**src/sv/ravt_pkg.sv**
```systemverilog
// shared types, codes and defaults of the alarm vote table
`timescale 1ns / 1ps

package ravt_pkg;

  // default geometry of the table
  localparam int MAX_SECTIONS_DEF    = 8;
  localparam int MAX_TYPES_DEF       = 4;
  localparam int MAX_VOTERS_DEF      = 4;
  localparam int SEVERITY_LEVELS_DEF = 8;

  // opcodes of an input word
  localparam logic [1:0] OP_WRITE = 2'd0;
  localparam logic [1:0] OP_EVAL  = 2'd1;
  localparam logic [1:0] OP_CLEAR = 2'd2;

  // configuration register indexes
  localparam logic [1:0] CFG_SECTIONS = 2'd0;
  localparam logic [1:0] CFG_TYPES    = 2'd1;
  localparam logic [1:0] CFG_VOTERS   = 2'd2;

  // write status codes
  localparam logic [2:0] ST_OK        = 3'd0;
  localparam logic [2:0] ST_BAD_VOTER = 3'd1;
  localparam logic [2:0] ST_BAD_SECT  = 3'd2;
  localparam logic [2:0] ST_BAD_TYPE  = 3'd3;
  localparam logic [2:0] ST_BAD_SEV   = 3'd4;

  // change classes of a cell
  localparam logic [2:0] CH_NONE    = 3'd0;
  localparam logic [2:0] CH_CLEARED = 3'd1;
  localparam logic [2:0] CH_NEW     = 3'd2;
  localparam logic [2:0] CH_RAISED  = 3'd3;
  localparam logic [2:0] CH_LOWERED = 3'd4;

  // what the result register loads
  typedef enum logic [1:0] {
    EMIT_NONE   = 2'd0,
    EMIT_DONE   = 2'd1,
    EMIT_STATUS = 2'd2,
    EMIT_CELL   = 2'd3
  } emit_e;

  // commands from controller to datapath
  typedef struct packed {
    logic  latch;
    logic  clear;
    logic  scan_init;
    logic  scan_next;
    logic  rd_wsel;
    logic  mem_wr;
    logic  lvl_wr;
    emit_e emit;
  } cmd_t;

  // status from datapath to controller
  typedef struct packed {
    logic wr_ok;
    logic scan_last;
  } stat_t;

endpackage

```
**src/sv/ravt_ctrl.sv**
```systemverilog
// sequencer for write, evaluate and clear operations
`timescale 1ns / 1ps

module ravt_ctrl (
  input  logic                clk_i,
  input  logic                rst_ni,
  input  logic                start_i,
  input  logic [1:0]          opcode_i,
  input  ravt_pkg::stat_t     stat_i,
  output ravt_pkg::cmd_t      cmd_o,
  output logic                busy_o
);

  typedef enum logic [5:0] {
    S_IDLE    = 6'b000001,
    S_W_READ  = 6'b000010,
    S_W_WRITE = 6'b000100,
    S_E_READ  = 6'b001000,
    S_E_CHECK = 6'b010000,
    S_E_DONE  = 6'b100000
  } state_e;

  state_e state_q, state_d;

  // next state and commands
  always_comb begin
    state_d       = state_q;
    cmd_o         = '0;
    cmd_o.emit    = ravt_pkg::EMIT_NONE;
    unique case (state_q)
      S_IDLE: begin
        if (start_i) begin
          cmd_o.latch = 1'b1;
          unique case (opcode_i)
            ravt_pkg::OP_WRITE: begin
              if (stat_i.wr_ok) begin
                state_d = S_W_READ;
              end else begin
                cmd_o.emit = ravt_pkg::EMIT_STATUS;
              end
            end
            ravt_pkg::OP_EVAL: begin
              cmd_o.scan_init = 1'b1;
              state_d         = S_E_READ;
            end
            ravt_pkg::OP_CLEAR: begin
              cmd_o.clear = 1'b1;
              cmd_o.emit  = ravt_pkg::EMIT_DONE;
            end
            default: begin
              cmd_o.emit = ravt_pkg::EMIT_DONE;
            end
          endcase
        end
      end
      S_W_READ: begin
        cmd_o.rd_wsel = 1'b1;
        state_d       = S_W_WRITE;
      end
      S_W_WRITE: begin
        cmd_o.mem_wr = 1'b1;
        cmd_o.emit   = ravt_pkg::EMIT_DONE;
        state_d      = S_IDLE;
      end
      S_E_READ: begin
        state_d = S_E_CHECK;
      end
      S_E_CHECK: begin
        cmd_o.emit   = ravt_pkg::EMIT_CELL;
        cmd_o.lvl_wr = 1'b1;
        if (stat_i.scan_last) begin
          state_d = S_E_DONE;
        end else begin
          cmd_o.scan_next = 1'b1;
          state_d         = S_E_READ;
        end
      end
      S_E_DONE: begin
        cmd_o.emit = ravt_pkg::EMIT_DONE;
        state_d    = S_IDLE;
      end
      default: begin
        state_d = S_IDLE;
      end
    endcase
  end

  // state register
  always_ff @(posedge clk_i or negedge rst_ni) begin
    if (!rst_ni) begin
      state_q <= S_IDLE;
    end else begin
      state_q <= state_d;
    end
  end

  assign busy_o = (state_q != S_IDLE);

endmodule

```
**src/sv/ravt_datapath.sv**
```systemverilog
// vote memory, cell severities, scan counters and result register
`timescale 1ns / 1ps

module ravt_datapath #(
  parameter int MAX_SECTIONS    = ravt_pkg::MAX_SECTIONS_DEF,
  parameter int MAX_TYPES       = ravt_pkg::MAX_TYPES_DEF,
  parameter int MAX_VOTERS      = ravt_pkg::MAX_VOTERS_DEF,
  parameter int SEVERITY_LEVELS = ravt_pkg::SEVERITY_LEVELS_DEF
) (
  input  logic            clk_i,
  input  logic            rst_ni,
  input  ravt_pkg::cmd_t  cmd_i,
  output ravt_pkg::stat_t stat_o,
  input  logic            cfg_valid_i,
  input  logic [1:0]      cfg_index_i,
  input  logic [3:0]      cfg_data_i,
  input  logic [2:0]      voter_i,
  input  logic [3:0]      section_in_i,
  input  logic [2:0]      alarm_kind_in_i,
  input  logic [3:0]      vote_severity_i,
  output logic            out_valid_o,
  output logic [2:0]      section_out_o,
  output logic [1:0]      alarm_kind_out_o,
  output logic [2:0]      new_level_o,
  output logic [2:0]      old_level_o,
  output logic [2:0]      change_kind_o,
  output logic            disagree_o,
  output logic [2:0]      status_o,
  output logic            last_o
);

  localparam int CELLS = MAX_SECTIONS * MAX_TYPES;
  localparam int LW    = (SEVERITY_LEVELS > 1) ? $clog2(SEVERITY_LEVELS) : 1;
  localparam int SW    = (MAX_SECTIONS > 1) ? $clog2(MAX_SECTIONS) : 1;
  localparam int TW    = (MAX_TYPES > 1) ? $clog2(MAX_TYPES) : 1;
  localparam int VW    = (MAX_VOTERS > 1) ? $clog2(MAX_VOTERS) : 1;
  localparam int CW    = (CELLS > 1) ? $clog2(CELLS) : 1;

  typedef logic [MAX_VOTERS-1:0][LW-1:0] row_t;

  // configuration registers
  logic [3:0] act_sec_q;
  logic [2:0] act_typ_q;
  logic [2:0] act_vot_q;

  // clamped active counts
  logic [4:0] ns, nt, nv;

  // latched write word
  logic [CW-1:0] wr_cell_q;
  logic [VW-1:0] wr_voter_q;
  logic [LW-1:0] wr_sev_q;

  // scan counters
  logic [SW-1:0] scan_s_q;
  logic [TW-1:0] scan_t_q;
  logic [CW-1:0] scan_cell;

  // vote memory, one row of votes per cell
  row_t          mem_q [CELLS];
  logic [CELLS-1:0] row_vld_q;
  row_t          rd_row_q;
  logic          rd_vld_q;
  row_t          row_eff;
  row_t          row_new;
  logic [CW-1:0] rd_addr;

  // cell severities
  logic [LW-1:0] cell_lvl_q [CELLS];

  // write checks and cell evaluation
  logic [2:0]    wr_status;
  logic [CW-1:0] in_cell;
  logic [LW-1:0] mx, old_lvl;
  logic          dis;
  logic [2:0]    ch;
  logic [15:0]   mx_ext, old_ext, sec_ext;

  function automatic logic [4:0] clamp_cnt(logic [4:0] v, logic [4:0] top);
    logic [4:0] r;
    r = v;
    if (v == 5'd0) begin
      r = 5'd1;
    end else if (v > top) begin
      r = top;
    end
    return r;
  endfunction

  assign ns = clamp_cnt({1'b0, act_sec_q}, 5'(MAX_SECTIONS));
  assign nt = clamp_cnt({2'b0, act_typ_q}, 5'(MAX_TYPES));
  assign nv = clamp_cnt({2'b0, act_vot_q}, 5'(MAX_VOTERS));

  // configuration writes
  always_ff @(posedge clk_i or negedge rst_ni) begin
    if (!rst_ni) begin
      act_sec_q <= 4'd8;
      act_typ_q <= 3'd4;
      act_vot_q <= 3'd4;
    end else if (cfg_valid_i) begin
      unique case (cfg_index_i)
        ravt_pkg::CFG_SECTIONS: act_sec_q <= cfg_data_i;
        ravt_pkg::CFG_TYPES:    act_typ_q <= cfg_data_i[2:0];
        ravt_pkg::CFG_VOTERS:   act_vot_q <= cfg_data_i[2:0];
        default: ;
      endcase
    end
  end

  // range checks in priority order
  always_comb begin
    if ({2'b0, voter_i} >= nv) begin
      wr_status = ravt_pkg::ST_BAD_VOTER;
    end else if ({1'b0, section_in_i} >= ns) begin
      wr_status = ravt_pkg::ST_BAD_SECT;
    end else if ({2'b0, alarm_kind_in_i} >= nt) begin
      wr_status = ravt_pkg::ST_BAD_TYPE;
    end else if ({1'b0, vote_severity_i} >= 5'(SEVERITY_LEVELS)) begin
      wr_status = ravt_pkg::ST_BAD_SEV;
    end else begin
      wr_status = ravt_pkg::ST_OK;
    end
  end

  assign in_cell = CW'(({4'b0, section_in_i} * 8'(MAX_TYPES)) + {5'b0, alarm_kind_in_i});

  // latch write word
  always_ff @(posedge clk_i) begin
    if (cmd_i.latch) begin
      wr_cell_q  <= in_cell;
      wr_voter_q <= VW'(voter_i);
      wr_sev_q   <= LW'(vote_severity_i);
    end
  end

  // scan position, section-major
  always_ff @(posedge clk_i or negedge rst_ni) begin
    if (!rst_ni) begin
      scan_s_q <= '0;
      scan_t_q <= '0;
    end else if (cmd_i.scan_init) begin
      scan_s_q <= '0;
      scan_t_q <= '0;
    end else if (cmd_i.scan_next) begin
      if (5'(scan_t_q) + 5'd1 == nt) begin
        scan_t_q <= '0;
        scan_s_q <= scan_s_q + SW'(1);
      end else begin
        scan_t_q <= scan_t_q + TW'(1);
      end
    end
  end

  assign scan_cell = CW'((8'(scan_s_q) * 8'(MAX_TYPES)) + 8'(scan_t_q));
  assign stat_o.scan_last = (5'(scan_s_q) + 5'd1 == ns) && (5'(scan_t_q) + 5'd1 == nt);
  assign stat_o.wr_ok     = (wr_status == ravt_pkg::ST_OK);

  // memory read and write
  assign rd_addr = cmd_i.rd_wsel ? wr_cell_q : scan_cell;

  always_ff @(posedge clk_i) begin
    rd_row_q <= mem_q[rd_addr];
    if (cmd_i.mem_wr) begin
      mem_q[wr_cell_q] <= row_new;
    end
  end

  // row valid bits stand in for the zeroed table
  always_ff @(posedge clk_i or negedge rst_ni) begin
    if (!rst_ni) begin
      row_vld_q <= '0;
      rd_vld_q  <= 1'b0;
    end else begin
      rd_vld_q <= row_vld_q[rd_addr];
      if (cmd_i.clear) begin
        row_vld_q <= '0;
      end else if (cmd_i.mem_wr) begin
        row_vld_q[wr_cell_q] <= 1'b1;
      end
    end
  end

  assign row_eff = rd_vld_q ? rd_row_q : '0;

  // insert one vote into the row
  always_comb begin
    row_new             = row_eff;
    row_new[wr_voter_q] = wr_sev_q;
  end

  // cell severities
  always_ff @(posedge clk_i or negedge rst_ni) begin
    if (!rst_ni) begin
      for (int i = 0; i < CELLS; i++) begin
        cell_lvl_q[i] <= '0;
      end
    end else if (cmd_i.clear) begin
      for (int i = 0; i < CELLS; i++) begin
        cell_lvl_q[i] <= '0;
      end
    end else if (cmd_i.lvl_wr) begin
      cell_lvl_q[scan_cell] <= mx;
    end
  end

  assign old_lvl = cell_lvl_q[scan_cell];

  // maximum vote and disagreement over active voters
  always_comb begin
    mx  = row_eff[0];
    dis = 1'b0;
    for (int v = 1; v < MAX_VOTERS; v++) begin
      if (5'(v) < nv) begin
        if (row_eff[v] != row_eff[0]) begin
          dis = 1'b1;
        end
        if (row_eff[v] > mx) begin
          mx = row_eff[v];
        end
      end
    end
  end

  // change class
  always_comb begin
    ch = ravt_pkg::CH_NONE;
    if (mx != old_lvl) begin
      if (mx == '0) begin
        ch = ravt_pkg::CH_CLEARED;
      end else if (old_lvl == '0) begin
        ch = ravt_pkg::CH_NEW;
      end else if (mx > old_lvl) begin
        ch = ravt_pkg::CH_RAISED;
      end else begin
        ch = ravt_pkg::CH_LOWERED;
      end
    end
  end

  assign mx_ext  = 16'(mx);
  assign old_ext = 16'(old_lvl);
  assign sec_ext = 16'(scan_s_q);

  // result strobe
  always_ff @(posedge clk_i or negedge rst_ni) begin
    if (!rst_ni) begin
      out_valid_o <= 1'b0;
    end else begin
      case (cmd_i.emit) inside
        ravt_pkg::EMIT_DONE, ravt_pkg::EMIT_STATUS: out_valid_o <= 1'b1;
        ravt_pkg::EMIT_CELL: out_valid_o <= (ch != ravt_pkg::CH_NONE) || dis;
        default: out_valid_o <= 1'b0;
      endcase
    end
  end

  // result word
  always_ff @(posedge clk_i) begin
    case (cmd_i.emit) inside
      ravt_pkg::EMIT_DONE, ravt_pkg::EMIT_STATUS: begin
        section_out_o    <= '0;
        alarm_kind_out_o <= '0;
        new_level_o      <= '0;
        old_level_o      <= '0;
        change_kind_o    <= ravt_pkg::CH_NONE;
        disagree_o       <= 1'b0;
        status_o         <= (cmd_i.emit == ravt_pkg::EMIT_STATUS) ? wr_status
                                                                  : ravt_pkg::ST_OK;
        last_o           <= 1'b1;
      end
      ravt_pkg::EMIT_CELL: begin
        section_out_o    <= sec_ext[2:0];
        alarm_kind_out_o <= 2'(scan_t_q);
        new_level_o      <= mx_ext[2:0];
        old_level_o      <= old_ext[2:0];
        change_kind_o    <= ch;
        disagree_o       <= dis;
        status_o         <= ravt_pkg::ST_OK;
        last_o           <= 1'b0;
      end
      default: ;
    endcase
  end

endmodule

```
**src/sv/redundant_alarm_vote_table.sv**
```systemverilog
// top level of the redundant alarm vote table
`timescale 1ns / 1ps

// Usage:
// A command word (opcode_i plus vote location and severity) is taken at a
// rising edge with start_i high and busy_o low. Results leave on the result
// ports for one cycle each, marked by out_valid_o; the receiver cannot stall,
// so every strobed word is final. last_o marks the final word of a command.
// Configuration registers (sections, types, voters in use) are written over
// cfg_valid_i/cfg_ready_o (always high) with cfg_index_i and cfg_data_i;
// the user must write them only while idle, the block does not enforce it.
// Clear, unknown opcodes and rejected writes report in the cycle after
// acceptance; an accepted write goes through row read, row rewrite and
// report, the read-modify-write of the vote memory. Evaluate does a
// memory read, then max and compare over the row, for each active cell
// (sections by types), then reports done. A new command may start in the
// cycle its last word is strobed.
// Reset clears the table at once through per-row valid bits: no sweep.
module redundant_alarm_vote_table #(
  parameter int MAX_SECTIONS    = ravt_pkg::MAX_SECTIONS_DEF,
  parameter int MAX_TYPES       = ravt_pkg::MAX_TYPES_DEF,
  parameter int MAX_VOTERS      = ravt_pkg::MAX_VOTERS_DEF,
  parameter int SEVERITY_LEVELS = ravt_pkg::SEVERITY_LEVELS_DEF
) (
  input  logic       clk_i,
  input  logic       rst_ni,
  input  logic       start_i,
  output logic       busy_o,
  input  logic [1:0] opcode_i,
  input  logic [2:0] voter_i,
  input  logic [3:0] section_in_i,
  input  logic [2:0] alarm_kind_in_i,
  input  logic [3:0] vote_severity_i,
  input  logic       cfg_valid_i,
  output logic       cfg_ready_o,
  input  logic [1:0] cfg_index_i,
  input  logic [3:0] cfg_data_i,
  output logic       out_valid_o,
  output logic [2:0] section_out_o,
  output logic [1:0] alarm_kind_out_o,
  output logic [2:0] new_level_o,
  output logic [2:0] old_level_o,
  output logic [2:0] change_kind_o,
  output logic       disagree_o,
  output logic [2:0] status_o,
  output logic       last_o
);

  ravt_pkg::cmd_t  cmd;
  ravt_pkg::stat_t stat;

  assign cfg_ready_o = 1'b1;

  // controller
  ravt_ctrl u_ctrl (
    .clk_i    (clk_i),
    .rst_ni   (rst_ni),
    .start_i  (start_i),
    .opcode_i (opcode_i),
    .stat_i   (stat),
    .cmd_o    (cmd),
    .busy_o   (busy_o)
  );

  // datapath
  ravt_datapath #(
    .MAX_SECTIONS    (MAX_SECTIONS),
    .MAX_TYPES       (MAX_TYPES),
    .MAX_VOTERS      (MAX_VOTERS),
    .SEVERITY_LEVELS (SEVERITY_LEVELS)
  ) u_datapath (
    .clk_i            (clk_i),
    .rst_ni           (rst_ni),
    .cmd_i            (cmd),
    .stat_o           (stat),
    .cfg_valid_i      (cfg_valid_i),
    .cfg_index_i      (cfg_index_i),
    .cfg_data_i       (cfg_data_i),
    .voter_i          (voter_i),
    .section_in_i     (section_in_i),
    .alarm_kind_in_i  (alarm_kind_in_i),
    .vote_severity_i  (vote_severity_i),
    .out_valid_o      (out_valid_o),
    .section_out_o    (section_out_o),
    .alarm_kind_out_o (alarm_kind_out_o),
    .new_level_o      (new_level_o),
    .old_level_o      (old_level_o),
    .change_kind_o    (change_kind_o),
    .disagree_o       (disagree_o),
    .status_o         (status_o),
    .last_o           (last_o)
  );

endmodule
```
**config.mk**
```make
export PLATFORM = sky130hd
export DESIGN_NAME = redundant_alarm_vote_table
export DESIGN_NICKNAME = d
export VERILOG_FILES = /design/src/sv/ravt_pkg.sv /design/src/sv/ravt_ctrl.sv /design/src/sv/ravt_datapath.sv /design/src/sv/redundant_alarm_vote_table.sv
export SDC_FILE = /design/constraint.sdc
export NUM_CORES = 1
export LEC_CHECK = 0
export BUFFER_PORTS_ARGS = -buffer_cell sky130_fd_sc_hd__buf_2
export CORE_ASPECT_RATIO = 0.75
export CORE_MARGIN = 2
export CORE_UTILIZATION = 45
export DETAILED_ROUTE_END_ITERATION = 8
export GPL_TIMING_DRIVEN = 0
export PLACE_DENSITY = 0.64
export SYNTH_ARGS = -nofsm -noshare
export SYNTH_HDL_FRONTEND = slang
export SYNTH_SLANG_ARGS = --single-unit
```
**constraint.sdc**
```tcl
create_clock -name clk_i -period 6.5 [get_ports clk_i]
set_input_delay 0 -clock clk_i [delete_from_list [all_inputs] [get_ports clk_i]]
set_output_delay 0 -clock clk_i [all_outputs]
set_load 0.02 [all_outputs]
```
# Word level (Yosys, flattened, before mapping)
# Memory sizes are Yosys's and may differ from the RTL's. A register that Yosys moved wholly into a read port is not among the register bits.
# Cells that the tools add are included.
dict set report word_totals {
  n_memories 1
  elab_cells 207
  ff_bits 180
  out_inout_bits 22
  in_bits 26
  mem_bits_rw 384
}
dict set report op_classes {
  n_reduce_logical 26
  bitwise_logic 2
  eq_ne 23
  muxes 76
  magnitude_cmp 21
  addsub 6
}
# name words word_bits rd rd_ports_with_merged_regs wr line_no
set memory_table {}
lappend memory_table {u_datapath.mem_q 32 12 1 1 1 ravt_datapath.sv:60} ;# row_t mem_q [CELLS];
# operator n
set op_table {}
lappend op_table {{$mux W96} 2}
lappend op_table {{$bwmux W96} 1}
lappend op_table {{$mux W3} 30}
lappend op_table {{$mux W32} 2}
lappend op_table {{$or A32 B32 Y32} 1}
lappend op_table {{$pmux W6 S4} 1}
lappend op_table {{$mux W1} 19}
lappend op_table {{$mux W6} 3}
lappend op_table {{$bmux W3 S5} 1}
lappend op_table {{$demux W3 S5} 1}
lappend op_table {{$logic_not A3 Y1} 5}
lappend op_table {{$bwmux W12} 1}
lappend op_table {{$gt A3 B3 Y1} 4}
lappend op_table {{$lt A5 B6 Y1 const B} 2}
lappend op_table {{$mux W12} 1}
lappend op_table {{$ne A3 B3 Y1} 4}
lappend op_table {{$pmux W6 S2} 1}
lappend op_table {{$mux W2} 5}
lappend op_table {{$reduce_bool A2 Y1} 5}
lappend op_table {{$eq A2 B2 Y1 const B} 4}
lappend op_table {{$mux W4} 2}
lappend op_table {{$reduce_and A2 Y1} 4}
lappend op_table {{$demux W3 S2} 1}
lappend op_table {{$eq A2 B1 Y1 const B} 3}
lappend op_table {{other kinds (42)} 51}

# Depth between registers and ports, before layout
dict set report logic_depth {
  ltp_word 20
  mapped_depth 29
  ltp_nobuf 26
}

# By module
# Synthesis repeated with hierarchy kept, for this count alone.
dict set report unflattened {
  cells_unflattened 1789
  hier_area_um2 24745.0
}
# module instances cells_per_inst seq_area_each_um2 area_per_inst_um2
set modules_own_cells {}
lappend modules_own_cells {ravt_datapath 1 1742 16114.2 24328.3}
lappend modules_own_cells {ravt_ctrl 1 45 151.4 405.4}
lappend modules_own_cells {redundant_alarm_vote_table 1 2 0.0 11.3}

# Least setup slack after synthesis
# No wires, ideal clock.
dict set report synth_timing {
  path_kind {register -> register}
  startpoint {reg u_datapath.rd_vld_q}
  endpoint {reg u_datapath.change_kind_o[1]}
  setup_ns 0.117
  slack_ns 0.699
  synth_period_minus_slack_ns 5.801
  arrival_time_ns 5.684
  required_time_ns 6.383
  path_stages_with_launch 30
  path_buffers 3
  path_cell_list {dfrtp_1 -> clkbuf_1 -> clkbuf_1 -> nand2_1 -> inv_1 -> ha_1 -> and2_1 -> a21o_1 -> a21oi_1 -> mux2i_1 -> inv_1 -> ha_1 -> nand3b_1 -> a21oi_2 -> nand2_1 -> mux2_2 -> ha_1 -> nand2b_1 -> a21oi_1 -> and2_1 -> o31ai_1 -> a31oi_1 -> clkbuf_1 -> inv_1 -> ha_1 -> nor2b_1 -> o21a_1 -> o21a_1 -> or2_1 -> a32o_1}
}
dict set report synth_via {
  elab_chain_cells 15
  elab_cells_between_ends 17
  cone_classes {order compare: 4; eq/ne: 1; mux: 11; reduce/logical: 1}
}
# element line_no
set synth_rtl {}
lappend synth_rtl {{from (decl)} ravt_datapath.sv:63} ;# logic rd_vld_q;
lappend synth_rtl {{from (signal assigned)} ravt_datapath.sv:174} ;# rd_vld_q <= row_vld_q[rd_addr];
lappend synth_rtl {{$mux W12 (*)} ravt_datapath.sv:183} ;# assign row_eff = rd_vld_q ? rd_row_q : '0;
lappend synth_rtl {{$gt A3 B3 Y1} ravt_datapath.sv:217} ;# if (row_eff[v] > mx) begin
lappend synth_rtl {{$mux W3} ravt_datapath.sv:217}
lappend synth_rtl {{$mux W3} ravt_datapath.sv:213} ;# if (5'(v) < nv) begin
lappend synth_rtl {{$gt A3 B3 Y1} ravt_datapath.sv:217}
lappend synth_rtl {{$mux W3} ravt_datapath.sv:217}
lappend synth_rtl {{$mux W3} ravt_datapath.sv:213}
lappend synth_rtl {{$gt A3 B3 Y1} ravt_datapath.sv:217}
lappend synth_rtl {{$mux W3} ravt_datapath.sv:217}
lappend synth_rtl {{$mux W3 (*)} ravt_datapath.sv:213}
lappend synth_rtl {{via u_datapath.mx[1]} ravt_datapath.sv:74} ;# logic [LW-1:0] mx, old_lvl;
lappend synth_rtl {{$gt A3 B3 Y1} ravt_datapath.sv:232} ;# end else if (mx > old_lvl) begin
lappend synth_rtl {{$mux W3} ravt_datapath.sv:232}
lappend synth_rtl {{$mux W3} ravt_datapath.sv:230} ;# end else if (old_lvl == '0) begin
lappend synth_rtl {{$mux W3} ravt_datapath.sv:228} ;# if (mx == '0) begin
lappend synth_rtl {{$mux W3 (*)} ravt_datapath.sv:227} ;# if (mx != old_lvl) begin
lappend synth_rtl {{to (signal assigned)} ravt_datapath.sv:265} ;# change_kind_o <= ravt_pkg::CH_NONE;
lappend synth_rtl {{to (signal assigned)} ravt_datapath.sv:276} ;# change_kind_o <= ch;
lappend synth_rtl {{to (decl)} ravt_datapath.sv:26} ;# output logic [2:0] change_kind_o,
# The timed path passes the listed nets; every way through them passes the cells marked *.
# A chain may end at the register's enable or synchronous reset.

# Worst setup path in the final report
dict set report layout_timing {
  startpoint {reg u_datapath.rd_vld_q}
  endpoint {reg u_datapath.change_kind_o[1]}
}
dict set report layout_via {
  elab_chain_cells 15
  elab_cells_between_ends 17
  cone_classes {order compare: 4; eq/ne: 1; mux: 11; reduce/logical: 1}
}
# element line_no
set layout_rtl {}
lappend layout_rtl {{$mux W12 (*)} ravt_datapath.sv:183}
lappend layout_rtl {{$gt A3 B3 Y1} ravt_datapath.sv:217}
lappend layout_rtl {{$mux W3} ravt_datapath.sv:217}
lappend layout_rtl {{$mux W3} ravt_datapath.sv:213}
lappend layout_rtl {{$gt A3 B3 Y1} ravt_datapath.sv:217}
lappend layout_rtl {{$mux W3} ravt_datapath.sv:217}
lappend layout_rtl {{$mux W3} ravt_datapath.sv:213}
lappend layout_rtl {{$gt A3 B3 Y1} ravt_datapath.sv:217}
lappend layout_rtl {{$mux W3} ravt_datapath.sv:217}
lappend layout_rtl {{$mux W3 (*)} ravt_datapath.sv:213}
lappend layout_rtl {{$gt A3 B3 Y1} ravt_datapath.sv:232}
lappend layout_rtl {{$mux W3} ravt_datapath.sv:232}
lappend layout_rtl {{$mux W3} ravt_datapath.sv:230}
lappend layout_rtl {{$mux W3} ravt_datapath.sv:228}
lappend layout_rtl {{$mux W3 (*)} ravt_datapath.sv:227}
# Every way passes the cells marked *; elsewhere a longest branch is shown, timed or not.

==> flow_summary.yaml <==
power:
  power_density_nw_per_um2: 280
  peakVddDrop_mv: 0.237
  p_leak_nw: 10.4
floorplan:
  floorplan.initialDensity_pct: 45.6
  die_width_um: 275
  die_area_um2: 57100
  rows: 74
  core-area_um2: 54500
  die_height_um: 208
  ioPinCount: 48
logic_synthesis:
  yosys.cell_types.count: 71
  synth.ff_latch_count: 576
  synth.top_cell.area_share_pct: 48.0
  yosys.area.top_type: "edfxtp_1"
  syn_nets: 2066
  synth-seq-area-share_pct: 65.4
  synth-edff-count: 397
  ys_top_cells_by_area: "edfxtp_1, dfrtp_1, nand2_1"
  syn-instance-count: 2009
  synthFlopType: "edfxtp_1"
  synthesis.area_per_instance_um2: 12.4
  synth_area_um2: 24900
  yosys_warnings: 0
  synthArstFlopShare_pct: 26.2
global_routing:
  groute.layer.met2.usage_pct: 34.8
  grt_antenna_before_repair: 3
  wire_length_of_the_first_global_routing_pass_mm: 107
  number_of_global_route_vias_before_repair: 17244
  met1_usage_pct: 38.6
  pin_count_of_the_biggest_net_entering_global_routing: 99
  groute.usage.overall_pct: 24.9
  grt.overflow.total: 0
  peak_usage_layer_in_the_global_routing_report: "met1"
  grt.met3_usage_pct: 6.03
critical_path:
  cp.required_ps: 6990
  critical_path_source: "u_datapath.rd_vld_q"
  timing.critical_path.fanout_max: 10
  crit_arrival_ps: 6750
  timing.setup.critical_path_class: "flop to flop"
  crit_slowest_cell: "o21ai_2"
  crit_top_cell: "ha_1"
  rr_startpoint: "u_datapath.rd_vld_q"
  critPathLaunchType: "flop"
  critPathMaxStageDelay_ps: 610
  critPathCaptureType: "flop"
finish:
  design.final.nets: 2216
  layout.filler_cells: 4594
  finalInstanceArea_um2: 28600
  post_route_cells_drive_above_1_share_pct: 10.9
  layout_commonest_cell: "edfxtp_1"
  final_cells: 2927
  flow.area_growth_from_synthesis_pct: 15.0
  layout.area.seq_um2: 16300
  total_area_of_multi_input_combinational_cells_um2: 8020
  final_cell_mix: "edfxtp_1, nand2_1, o21ai_0"
drt:
  detail_route.iter0.violations: 2199
  vias_per_cell: 6.10
  via_count: 17843
  drtPass1Iterations: 5
  drt.antenna.violating_nets: 0
  drc: 0
  route.detailed.wl_per_inst_um: 24.3
  detail_route.wirelength_mm: 71.3
clock_tree:
  htreeDepth: 2
  tritoncts: "built"
  clock_sinks: 576
  cts_buffers: 54
  clock_transition_at_the_registers_of_the_reported_paths_ps: 60
  clk-insertion-delay-late_ps: 620
  cts_root_buf: "clkbuf_16"
  cts-root-to-sink-buffers: 3
hold_path:
  min_path_type: "input pin to flop"
  hold_start: "voter_i[2]"
timing:
  max-slew-margin-rel_pct: 8.07
  layout_min_cycle_time_ps: 6260
  finalMaxSlewViolations: 0
  setup_viol_count_final: 0
  finalHoldViolations: 0
  worst_margin_pin_slew_ps: 1370
  portion_of_the_clock_cycle_consumed_by_the_worst_path_in_the_final_layout_pct: 96.3
  max_clock_freq_mhz: 160
  skew_ps: 23.1
placed_design:
  port_buffers: 46
  place.gp.congestion: 0.923
  place.detailed.instances: 2787
  post_dp_cell_area_um2: 26300
  place_hpwl_mm: 49.1
job:
  timing.max_cap.violations: 0
run_status:
  outcome: "completed"
## synth_stat cells (5+ instances only)
master and number:
and3_1 108, inv_1 32, nor3_1 23, a21oi_1 18, a31oi_1 30, nand4_1 37
o21ai_1 5, nor2b_1 12, xnor2_1 8, nand3_1 138, edfxtp_1 397, buf_4 6
mux2_2 17, a2111oi_0 5, o21a_1 35, buf_2 26, dfrtp_1 147, xor2_1 8
o22ai_1 5, clkbuf_1 87, dfxtp_1 28, a32oi_1 24, mux4_2 8, nand2b_1 12
and2_1 15, a21o_1 7, nor3b_1 6, buf_1 6, ha_1 31, mux2i_1 72
nand2_1 241, o221ai_1 12, nor2_1 71, o21ai_0 163, nand3b_1 9, a211oi_1 99
## area by class of cell
cell class                      instances  area share (%)
Inverter                               33           0.433
Multi-Input combinational cell       1268            28.0
Clock buffer                           81            5.40
Buffer                                130            2.04
Clock inverter                         20           0.972
Tap cell                              722            3.16
Antenna cell                            1         0.00876
Timing Repair Buffer                   96            3.02
Sequential cell                       576            56.9
## metal layers
| metal | vias to the layer above | share of wire, % |
|---|---|---|
| li1 | 7886 | - |
| met1 | 9015 | 45 |
| met2 | 831 | 42 |
| met3 | 109 | 11 |
| met4 | 2 | 2.1 |
| met5 | - | 0.018 |
## cell families after synthesis
kind of cell | synth area share, %
simple gates | 13.7
compound gates | 11.4
mux | 4.49
xor+xnor | 0.564
flops | 65.4
other cells | 0.0151
fa+ha+maj | 1.56
buf+inv | 2.85
## flip-flops by register name (all words and copies together), names as in the netlist, 3 cells and up
name                      flops
u_datapath.wr_sev_q           3
u_datapath.row_vld_q         32
u_datapath.act_sec_q          4
u_datapath.section_out_o      3
u_datapath.cell_lvl_q        96
u_datapath.act_vot_q          3
u_datapath.scan_s_q           3
u_datapath.act_typ_q          3
u_datapath.change_kind_o      3
u_datapath.wr_cell_q          5
u_datapath.old_level_o        3
u_datapath.status_o           3
u_datapath.rd_row_q          12
u_datapath.new_level_o        3
u_ctrl.state_q                6
u_datapath.mem_q            384
## report_power, final
group | internal (W) | switching (W) | leakage [nW] | total [W]
sequential | 0.00400 | 0.0000434 | 5.96 | 0.00404
combinational | 0.000215 | 0.000449 | 3.52 | 0.000663
clock | 0.00192 | 0.00139 | 0.890 | 0.00330
total | 0.00613 | 0.00188 | 10.4 | 0.00801
## final timing paths
| path | to | slack (ps) | cells past startpoint |
|---|---|---|---|
| hold reg to reg | u_datapath.last_o | 460 | 2 |
| setup / recovery | u_datapath.change_kind_o[1] | 240 | 26 |
| hold / removal | u_datapath.status_o[1] | 40 | 5 |
| setup reg to reg | u_datapath.change_kind_o[1] | 240 | 26 |
| min in group asynchronous | u_datapath.act_typ_q[2] | 470 | 3 |
| max in group asynchronous | u_datapath.cell_lvl_q[14] | 5480 | 4 |
## critical path, delay by kind of cell, from the launching register on
family / cells / cell delay, ps
multiplexers: 1 / 300
AND/OR/NAND/NOR: 7 / 1080
buffers and inverters: 4 / 860
flip-flops: 1 / 480
adder cells (fa/ha/maj): 4 / 1080
AO/OA/AOI/OAI: 10 / 2370
## per-stage QoR
stage	setup slack, ps	hold slack, ps	total power [W]	TNS (ps)	utilization, %
6_report	242	36.9	0.00801	0	52.4
5_1_grt	-17.5	79.3	0.00824	-17.5	52.4
4_1_cts	106	23.3	0.00803	0	52.3
3_5_place_dp	-1120	-16.1	0.00474	-3390	48.2
3_3_place_gp	-772	184	0.00469	-2070	47.7
2_1_floorplan	699	-296	0.00445	0	-
## repair_timing
action / in CTS / in global routing
pin swaps: 0 / 0
gates cloned: 0 / 0
hold buffers: 37 / 0
setup buffers: 1 / 1
endpoints found under the hold margin: 180 / 0
resized for setup: 8 / 5
setup endpoints to repair: 4 / 3
No activity file was read; power rests on OpenSTA's default activity.
